**config.mk**
```make
export PLATFORM = sky130hd
export DESIGN_NAME = luhn_card_number_classifier
export DESIGN_NICKNAME = d
export VERILOG_FILES = /design/src/hw/rtl/lcc_pkg.sv /design/src/hw/rtl/lcc_ctrl.sv /design/src/hw/rtl/lcc_datapath.sv /design/src/hw/rtl/luhn_card_number_classifier.sv
export SDC_FILE = /design/constraint.sdc
export NUM_CORES = 1
export LEC_CHECK = 0
export BUFFER_PORTS_ARGS = -buffer_cell sky130_fd_sc_hd__buf_2
export CAP_MARGIN = 20
export CORE_MARGIN = 5
export CORE_UTILIZATION = 40
export CTS_CLUSTER_SIZE = 40
export DETAILED_ROUTE_END_ITERATION = 12
export HOLD_SLACK_MARGIN = 0.05
export SLEW_MARGIN = 30
export SYNTH_ARGS = -nofsm -noshare
export SYNTH_HDL_FRONTEND = slang
export SYNTH_SLANG_ARGS = --single-unit
```
**constraint.sdc**
```tcl
create_clock -name clk -period 5.2 [get_ports clk]
set_input_delay 0 -clock clk [delete_from_list [all_inputs] [get_ports clk]]
set_output_delay 0 -clock clk [all_outputs]
set_load 0.01 [all_outputs]
```
**src/hw/rtl/lcc_pkg.sv**
```systemverilog
// ----------------------------------------------------------------------------
// Luhn card number classifier package
// Shared types, codes and small digit functions.
// ----------------------------------------------------------------------------
package lcc_pkg;

    localparam int unsigned BIN_W    = 64;
    localparam int unsigned NDIGITS  = 20;
    localparam int unsigned BCD_W    = 4 * NDIGITS;
    localparam int unsigned BITCNT_W = 6;
    localparam int unsigned OUT_W    = 24;

    localparam logic [1:0] TYPE_INVALID    = 2'd0;
    localparam logic [1:0] TYPE_AMEX       = 2'd1;
    localparam logic [1:0] TYPE_MASTERCARD = 2'd2;
    localparam logic [1:0] TYPE_VISA       = 2'd3;

    typedef enum logic [2:0] {
        ST_IDLE,
        ST_CONVERT,
        ST_WALK,
        ST_HEAD,
        ST_EMIT
    } state_t;

    typedef struct packed {
        logic load;
        logic conv_step;
        logic walk_step;
        logic head_calc;
        logic emit;
    } cmd_t;

    typedef struct packed {
        logic conv_last;
        logic bcd_zero;
        logic out_busy;
    } sts_t;

    // Digit sum of twice a decimal digit.
    function automatic logic [3:0] dbl_digit(input logic [3:0] d);
        logic [4:0] p;
        begin
            p = {d, 1'b0};
            if (p >= 5'd10)
                dbl_digit = 4'(p - 5'd9);
            else
                dbl_digit = p[3:0];
        end
    endfunction

    // Remainder by ten of an 8-bit value through a reciprocal multiply.
    function automatic logic [3:0] mod10(input logic [7:0] x);
        logic [15:0] prod;
        logic [4:0]  q;
        logic [7:0]  qx10;
        begin
            prod  = 16'(x) * 16'd205;
            q     = prod[15:11];
            qx10  = 8'(q) * 8'd10;
            mod10 = 4'(x - qx10);
        end
    endfunction

endpackage

```
**src/hw/rtl/lcc_ctrl.sv**
```systemverilog
// ----------------------------------------------------------------------------
// Luhn classifier controller
// Sequences conversion, digit walk, head calculation and result hand-off.
// ----------------------------------------------------------------------------
module lcc_ctrl (
    input  logic          clk,
    input  logic          rst_n,
    input  logic          s_axis_tvalid,
    output logic          s_axis_tready,
    input  lcc_pkg::sts_t sts,
    output lcc_pkg::cmd_t cmd
);
    import lcc_pkg::*;

    state_t state_reg;
    state_t state_next;

    always_ff @(posedge clk or negedge rst_n)
    begin
        if (!rst_n)
            state_reg <= ST_IDLE;
        else
            state_reg <= state_next;
    end

    always_comb
    begin
        state_next = state_reg;
        unique case (state_reg)
            ST_IDLE:
            begin
                if (s_axis_tvalid)
                    state_next = ST_CONVERT;
            end
            ST_CONVERT:
            begin
                if (sts.conv_last)
                    state_next = ST_WALK;
            end
            ST_WALK:
            begin
                if (sts.bcd_zero)
                    state_next = ST_HEAD;
            end
            ST_HEAD:
                state_next = ST_EMIT;
            ST_EMIT:
            begin
                if (!sts.out_busy)
                    state_next = ST_IDLE;
            end
            default:
                state_next = ST_IDLE;
        endcase
    end

    always_comb
    begin
        cmd           = '0;
        s_axis_tready = 1'b0;
        unique case (state_reg)
            ST_IDLE:
            begin
                s_axis_tready = 1'b1;
                cmd.load      = s_axis_tvalid;
            end
            ST_CONVERT:
                cmd.conv_step = 1'b1;
            ST_WALK:
                cmd.walk_step = !sts.bcd_zero;
            ST_HEAD:
                cmd.head_calc = 1'b1;
            ST_EMIT:
                cmd.emit = !sts.out_busy;
            default:
                cmd = '0;
        endcase
    end

endmodule

```
**src/hw/rtl/lcc_datapath.sv**
```systemverilog
// ----------------------------------------------------------------------------
// Luhn classifier datapath
// Shift-and-add-3 decimal conversion, digit walk and output register.
// ----------------------------------------------------------------------------
module lcc_datapath (
    input  logic                      clk,
    input  logic                      rst_n,
    input  logic [63:0]               s_axis_tdata,
    input  lcc_pkg::cmd_t             cmd,
    output lcc_pkg::sts_t             sts,
    output logic                      m_axis_tvalid,
    input  logic                      m_axis_tready,
    output logic [lcc_pkg::OUT_W-1:0] m_axis_tdata
);
    import lcc_pkg::*;

    logic [BIN_W-1:0]    bin_reg;
    logic [BCD_W-1:0]    bcd_reg;
    logic [BCD_W-1:0]    bcd_adj;
    logic [BITCNT_W-1:0] bit_cnt_reg;
    logic [7:0]          sum_reg;
    logic [4:0]          count_reg;
    logic [3:0]          hi_reg;
    logic [3:0]          lo_reg;
    logic [6:0]          head_reg;
    logic                out_valid_reg;
    logic [OUT_W-1:0]    out_data_reg;
    logic [3:0]          cur_digit;
    logic [3:0]          add_digit;
    logic [6:0]          head_next;
    logic                ok;
    logic [1:0]          kind;

    always_comb
    begin
        for (int i = 0; i < NDIGITS; i++)
        begin
            if (bcd_reg[4*i +: 4] >= 4'd5)
                bcd_adj[4*i +: 4] = bcd_reg[4*i +: 4] + 4'd3;
            else
                bcd_adj[4*i +: 4] = bcd_reg[4*i +: 4];
        end
    end

    assign cur_digit = bcd_reg[3:0];
    assign add_digit = count_reg[0] ? dbl_digit(cur_digit) : cur_digit;
    assign head_next = (count_reg >= 5'd2) ? (7'(hi_reg) * 7'd10 + 7'(lo_reg)) : 7'(hi_reg);

    always_ff @(posedge clk)
    begin
        if (cmd.load)
        begin
            bin_reg     <= s_axis_tdata;
            bcd_reg     <= '0;
            bit_cnt_reg <= '0;
            sum_reg     <= '0;
            count_reg   <= '0;
            hi_reg      <= '0;
            lo_reg      <= '0;
        end
        else if (cmd.conv_step)
        begin
            bcd_reg     <= {bcd_adj[BCD_W-2:0], bin_reg[BIN_W-1]};
            bin_reg     <= {bin_reg[BIN_W-2:0], 1'b0};
            bit_cnt_reg <= bit_cnt_reg + BITCNT_W'(1);
        end
        else if (cmd.walk_step)
        begin
            bcd_reg   <= {4'd0, bcd_reg[BCD_W-1:4]};
            sum_reg   <= sum_reg + 8'(add_digit);
            count_reg <= count_reg + 5'd1;
            lo_reg    <= hi_reg;
            hi_reg    <= cur_digit;
        end
        if (cmd.head_calc)
            head_reg <= head_next;
    end

    always_comb
    begin
        ok   = (mod10(sum_reg) == 4'd0);
        kind = TYPE_INVALID;
        if (ok && count_reg != 5'd0)
        begin
            if (count_reg == 5'd15 && (head_reg == 7'd34 || head_reg == 7'd37))
                kind = TYPE_AMEX;
            else if (count_reg == 5'd16 && head_reg >= 7'd51 && head_reg <= 7'd55)
                kind = TYPE_MASTERCARD;
            else if ((count_reg == 5'd13 || count_reg == 5'd16)
                     && head_reg >= 7'd40 && head_reg <= 7'd49)
                kind = TYPE_VISA;
        end
    end

    always_ff @(posedge clk)
    begin
        if (cmd.emit)
            out_data_reg <= {1'b0, head_reg, count_reg, sum_reg, ok, kind};
    end

    always_ff @(posedge clk or negedge rst_n)
    begin
        if (!rst_n)
            out_valid_reg <= 1'b0;
        else if (cmd.emit)
            out_valid_reg <= 1'b1;
        else if (m_axis_tready)
            out_valid_reg <= 1'b0;
    end

    assign sts.conv_last = (bit_cnt_reg == BITCNT_W'(BIN_W - 1));
    assign sts.bcd_zero  = (bcd_reg == '0);
    assign sts.out_busy  = out_valid_reg && !m_axis_tready;

    assign m_axis_tvalid = out_valid_reg;
    assign m_axis_tdata  = out_data_reg;

`ifndef SYNTHESIS
    a_emit_slot_free: assert property (@(posedge clk) disable iff (!rst_n)
        cmd.emit |-> (!out_valid_reg || m_axis_tready))
        else $error("result written over an untaken result");
    a_walk_nonzero: assert property (@(posedge clk) disable iff (!rst_n)
        cmd.walk_step |-> (bcd_reg != '0))
        else $error("digit walk past the last digit");
    a_count_range: assert property (@(posedge clk) disable iff (!rst_n)
        cmd.head_calc |-> (count_reg <= 5'd20))
        else $error("digit count out of range");
    a_conv_exclusive: assert property (@(posedge clk) disable iff (!rst_n)
        cmd.conv_step |-> !(cmd.walk_step || cmd.load || cmd.emit))
        else $error("conversion overlaps another command");
`endif

endmodule

```
**src/hw/rtl/luhn_card_number_classifier.sv**
```systemverilog
// Flow: an accepted item runs through the binary-to-decimal shift loop, the
// one-digit-per-cycle Luhn walk over its n decimal digits (0 to 20), the head
// calculation and the result register. A new item is accepted only in idle,
// once the previous result has been written to the output register.
// Reset: rst_n clears the controller to idle and drops the output valid.
// ----------------------------------------------------------------------------
// Luhn card number classifier
// Checks the Luhn sum of a binary card number and classifies the issuer.
// ----------------------------------------------------------------------------
module luhn_card_number_classifier (
    input  logic        clk,
    input  logic        rst_n,
    input  logic        s_axis_tvalid,
    output logic        s_axis_tready,
    input  logic [63:0] s_axis_tdata,   // card_number[63:0]
    output logic        m_axis_tvalid,
    input  logic        m_axis_tready,
    output logic [23:0] m_axis_tdata    // card_type[1:0], luhn_ok[2], luhn_sum[10:3],
                                        // digit_count[15:11], leading_two[22:16], zero[23]
);
    import lcc_pkg::*;

    cmd_t cmd;
    sts_t sts;

    lcc_ctrl u_ctrl (
        .clk           (clk),
        .rst_n         (rst_n),
        .s_axis_tvalid (s_axis_tvalid),
        .s_axis_tready (s_axis_tready),
        .sts           (sts),
        .cmd           (cmd)
    );

    lcc_datapath u_datapath (
        .clk           (clk),
        .rst_n         (rst_n),
        .s_axis_tdata  (s_axis_tdata),
        .cmd           (cmd),
        .sts           (sts),
        .m_axis_tvalid (m_axis_tvalid),
        .m_axis_tready (m_axis_tready),
        .m_axis_tdata  (m_axis_tdata)
    );

endmodule
```
After elaboration in Yosys (flattened, before gate mapping)
Cells that the tools add are included.
W data, S select, Z words.
- bits in registers: 205
- bits of input ports: 68
- output and inout bits: 26
- word-level logic and storage cells: 150
- add/sub/neg operators: 26
- $mul: 3
- magnitude comparators: 26
- equal/unequal tests: 14
- muxes and demuxes: 43
- bitwise logic cells: 2
- reductions and logical operators: 22
- operators with widths (cell ; count):
    $mux W80 ; 2
    $mux W64 ; 2
    $mux W4 ; 22
    $ge A4 B3 Y1 const B ; 20
    $logic_not A80 Y1 ; 1
    $add A4 B2 Y4 const B ; 19
    $mul A8 B8 Y16 const B ; 1
    $mux W3 ; 5
    $pmux W3 S5 ; 1
    $eq A7 B6 Y1 const B ; 2
    $ge A7 B6 Y1 const B ; 2
    $le A7 B6 Y1 const B ; 2
    $eq A5 B4 Y1 const B ; 2
    $mux W1 ; 9
    $add A8 B4 Y8 ; 1
    $add A7 B4 Y7 ; 1
    $logic_and A1 B1 Y1 ; 7
    $add A6 B1 Y6 const B ; 1
    $eq A3 B2 Y1 const B ; 2
    $eq A6 B6 Y1 const B ; 1
    $mul A4 B3 Y6 const B ; 1
    $ne A2 B2 Y1 const B ; 3
    $reduce_bool A2 Y1 ; 3
    $add A5 B1 Y5 const B ; 1
    other kinds (20) ; 25

Logic depth before layout (Yosys ltp)
- depth in word-level cells: 7
- gate-level depth with buffers: 20
- gate-level depth less buffers: 20

Hierarchy
From an unflattened synthesis, not the netlist that was laid out.
- cell total of the unflattened synthesis: 1188
- area total of the unflattened synthesis: 11981.5 sq um
- by module, submodules not included (module ; instances ; cells an instance ; area each (sq um) ; sequential area each (sq um)):
    lcc_datapath ; 1 ; 1166 ; 11773.8 ; 4989.8
    lcc_ctrl ; 1 ; 22 ; 207.7 ; 75.1

Least setup slack after synthesis
OpenSTA, ideal clock, no wires.
- path kind: register to register
- start: register u_datapath.sum_reg[1]
- end: register u_datapath.out_data_reg[0], in the netlist u_datapath.m_axis_tdata[0] (data pin)
- library setup time: 0.176 ns
- data arrival time: 4.732 ns
- required time: 5.024 ns
- path slack: 0.292 ns
- stages on the path, launching flop included: 19
- path buffers: 0
- period minus slack after synthesis: 4.908 ns
- cell sequence: dfxtp_1 ha_1 xor2_1 ha_1 fa_1 inv_1 fa_1 inv_1 ha_1 a21oi_1 o21ai_0 a21oi_1 nor2b_1 nor2_1 xor2_1 fa_1 or3b_2 o21bai_1 nor4_1
- longest elaborated chain between the ends: 5
- RTL lines (what ; line ; text):
    start: declaration ; lcc_datapath.sv:21 ; logic [7:0] sum_reg;
    start signal: assignment ; lcc_datapath.sv:70 ; sum_reg <= sum_reg + 8'(add_digit);
    $mul A8 B8 Y16 ; lcc_pkg.sv:58 ; prod = 16'(x) * 16'd205;
    $mul A5 B3 Y3 ; lcc_pkg.sv:60 ; qx10 = 8'(q) * 8'd10;
    $sub A4 B4 Y4 * ; lcc_pkg.sv:61 ; mod10 = 4'(x - qx10);
    $logic_not A4 Y1 * ; lcc_datapath.sv:81 ; ok = (mod10(sum_reg) == 4'd0);
    $logic_and A1 B1 Y1 * ; lcc_datapath.sv:83 ; if (ok && count_reg != 5'd0)
    end signal: assignment ; lcc_datapath.sv:98 ; out_data_reg <= {1'b0, head_reg, count_reg, sum_reg, ok, kind};
    end: declaration ; lcc_datapath.sv:27 ; logic [OUT_W-1:0] out_data_reg;
Every way passes the cells marked *; elsewhere a longest branch is shown, timed or not.
A chain may end at the register's enable or synchronous reset.

Worst setup path after layout
- start: register u_datapath.sum_reg[6]
- end: register u_datapath.out_data_reg[1], in the netlist u_datapath.m_axis_tdata[1] (data pin)
- longest elaborated chain between the ends: 7
- RTL lines (what ; line):
    $mul A8 B8 Y16 ; lcc_pkg.sv:58
    $mul A5 B3 Y3 ; lcc_pkg.sv:60
    $sub A4 B4 Y4 ; lcc_pkg.sv:61
    $logic_not A4 Y1 ; lcc_datapath.sv:81
    $logic_and A1 B1 Y1 ; lcc_datapath.sv:83
    $not A1 Y1 (no source line) ; --
    $reduce_or A2 Y1 (no source line) ; --
Every way passes these cells.

==> metrics.txt <==
number of synthesized flops with an enable pin 94; pwr dens 436 nW/um^2; final max-slew violation count 0; area grow syn2layout 19.4%; DRC 0; post-route ant nets 0; I/O pins 94; First DRT Iteration DRCs 532; max_cap viols 0; CP Launch Type flop; DR vias/cell 5.19; Port Buffers 92; fmax 204 MHz; Die Span X 184 um; hold violation count in the final report 0; register bit total from synthesis 205; run status completed; share of the yosys chip area belonging to registers 0.420; sinks on the clock net 205; asr flop ratio synth 0.0195; Core ar. 29700 sq um; RD Place Congestion 0.788; worst skew pair latency 0.52 ns; Worst Path Required 5.55 ns; Num CTS Buffers 24; H-tree levels 1; fin crit period 4.91 ns; Reg-to-Reg End u_datapath.m_axis_tdata[1]; clk slew on worst S/H paths 0.06 ns; Tcrit/Tclk final 0.944; die height 184 um; worst hold path type input pin to flop; GRT Util Overall 0.162; CP arrival 5.26 ns; largest net degree at the start of global routing 97; Filler cells 2777; share of post-route cells with drive strength above 1 0.116; Synth Area per Inst 8.92 sq um; setup slack, reg-to-reg 0.29 ns; Die Area 33700 sq um; CTS tree yes; number of flip-flops in the largest register 80; Slew HR 0.375; CP max FO 6; CP endpoint kind flop; commonest non-fill, non-tap cell in the layout nand2_1; final setup vio count 0; Avg WL per Cell 14.8 um; post-synth cell types 51; Setup crit start u_datapath.sum_reg[6]; top_reg_cell synth dfxtp_1; R2R Path Start u_datapath.sum_reg[6]; hpwl dp 17900 um; Clk pwr share 0.252; Bufs on Longest Clock Path 3; Net count, final 1682; CTS Root Cell clkbuf_16; Total Power 6.28 mW; Switch Pwr 2.18 mW; DR vias 9860; Setup crit end u_datapath.m_axis_tdata[1]; LEAKAGE 6.15 nW; number of global-route vias before repair 9412; P_int 4.10 mW; starting density of the core 0.406; Crit Path Class flop to flop; area of the mapped netlist 12100 sq um; syn_nets 1544; Fin Hold WS 0.272 ns; final wirelength 28100 um; Setup Skew 0.0134 ns; most frequent cells in the layout nand2_1, a21oi_1, ha_1; Gate power share 0.322; final worst slack 0.290 ns; drt first pass iters 5; Worst Tran Pin Value 0.937 ns; Flop pwr share 0.426; Remaining Overflow, GRT 0; Peak VDD IR 0.000228 V; Sw Share 0.347; initial antenna violation count 0; DP Worst Slack 0.116 ns; first-pass GRT wire length 46400 um; row cnt 63; Synth Warn # 0; worst reg2reg path depth 18; post-synthesis cell count 1351
[how the worst min path moves through the flow]
stage	depth (start not counted)	end	startpoint	slack, ns
after floorplan	0	u_ctrl.state_reg[0]	rst_n	-0.30
after global placement	1	u_datapath.m_axis_tvalid	rst_n	-0.19
after detailed placement	1	u_datapath.m_axis_tvalid	rst_n	-0.18
after CTS	4	u_datapath.bin_reg[19]	s_axis_tdata[19]	0.25
after global routing	4	u_datapath.bin_reg[36]	s_axis_tdata[36]	0.28
final	4	u_datapath.bin_reg[31]	s_axis_tdata[31]	0.27
[power groups by stage]
stage	Combinational [mW]	Clock (mW)	Sequential, mW
2_1_floorplan	1.62	0	2.54
3_3_place_gp	1.92	0	2.69
3_5_place_dp	1.97	0	2.70
4_1_cts	2.03	1.62	2.67
5_1_grt	2.36	1.69	2.75
6_report	2.02	1.58	2.67
[what timing repair did]
| action | in CTS | in global routing |
|---|---|---|
| setup buffers | 0 | 2 |
| hold buffers | 70 | 0 |
| endpoints found under the setup margin | 0 | 3 |
| resized for setup | 0 | 9 |
| endpoints found under the hold margin | 71 | 0 |
[area by class of cell]
type,count,area (sq um),share of cell area
multi-input cells,998,6430,0.446
flip-flops and latches,205,5070,0.352
repair buffers,180,1360,0.0946
clock buffers,34,686,0.0476
well taps,390,488,0.0339
inverters,80,300,0.0209
clock inverters,10,58.8,0.00408
diodes,3,7.51,0.000521
[routing by layer]
metal	routed length, um	vias to the layer above	GRT usage
met2	13500	175	0.275
met4	614	0	0.0408
met3	1110	45	0.0226
met5	0	-	0
li1	-	4954	-
met1	12800	4686	0.218
[kinds of logic after synthesis]
| group | Yosys count | synth area share |
|---|---|---|
| xor+xnor | 44 | 0.0320 |
| mux | 26 | 0.0217 |
| simple gates | 531 | 0.202 |
| flops | 205 | 0.420 |
| compound gates | 271 | 0.135 |
| fa+ha+maj | 125 | 0.138 |
| buf+inv | 148 | 0.0511 |
| other cells | 1 | 0.000311 |
[cells in the mapped netlist, types with 9 or more instances]
master    number  area (sq um)
a211oi_1      34           255
a21oi_1      114           571
a22oi_1       19           143
a31oi_1       23           144
buf_2          9          45.0
clkbuf_1      50           188
dfxtp_1      107          2140
edfxtp_1      94          2820
fa_1          14           280
ha_1         111          1390
inv_1         80           300
mux2i_1       25           250
nand2_1      309          1160
nand2b_1      15          93.8
nand3_1       41           205
nor2_1        51           191
nor2b_1       25           156
nor3_1        15          75.1
nor3b_1       29           218
nor4_1        12          75.1
o21ai_0       60           300
xnor2_1       31           272
xor2_1        13           114
[critical path: stages (launching register included)]
cell and delay [ns]:
dfxtp_1 0.44, ha_1 0.30, ha_1 0.34, fa_1 0.51, inv_1 0.05, fa_1 0.52, inv_1 0.04, ha_1 0.30
a21oi_1 0.14, o21ai_1 0.08, a21oi_2 0.18, buf_4 0.14, xnor2_1 0.11, ha_1 0.16, inv_1 0.05, fa_1 0.44
or3b_2 0.47, o21bai_2 0.22, nor4_2 0.24
[metrics by stage]
step                cell area [sq um]  utilization  TNS (ns)  std cells
finish                          14400        0.484         0       1900
global route                    14400        0.484  -0.00661       1897
CTS                             14300        0.482         0       1894
global placement                12800        0.431         0       1778
floorplan                       12100            -         0       1351
detailed placement              12900        0.433         0       1780
Power figures use the tool's default switching activity.
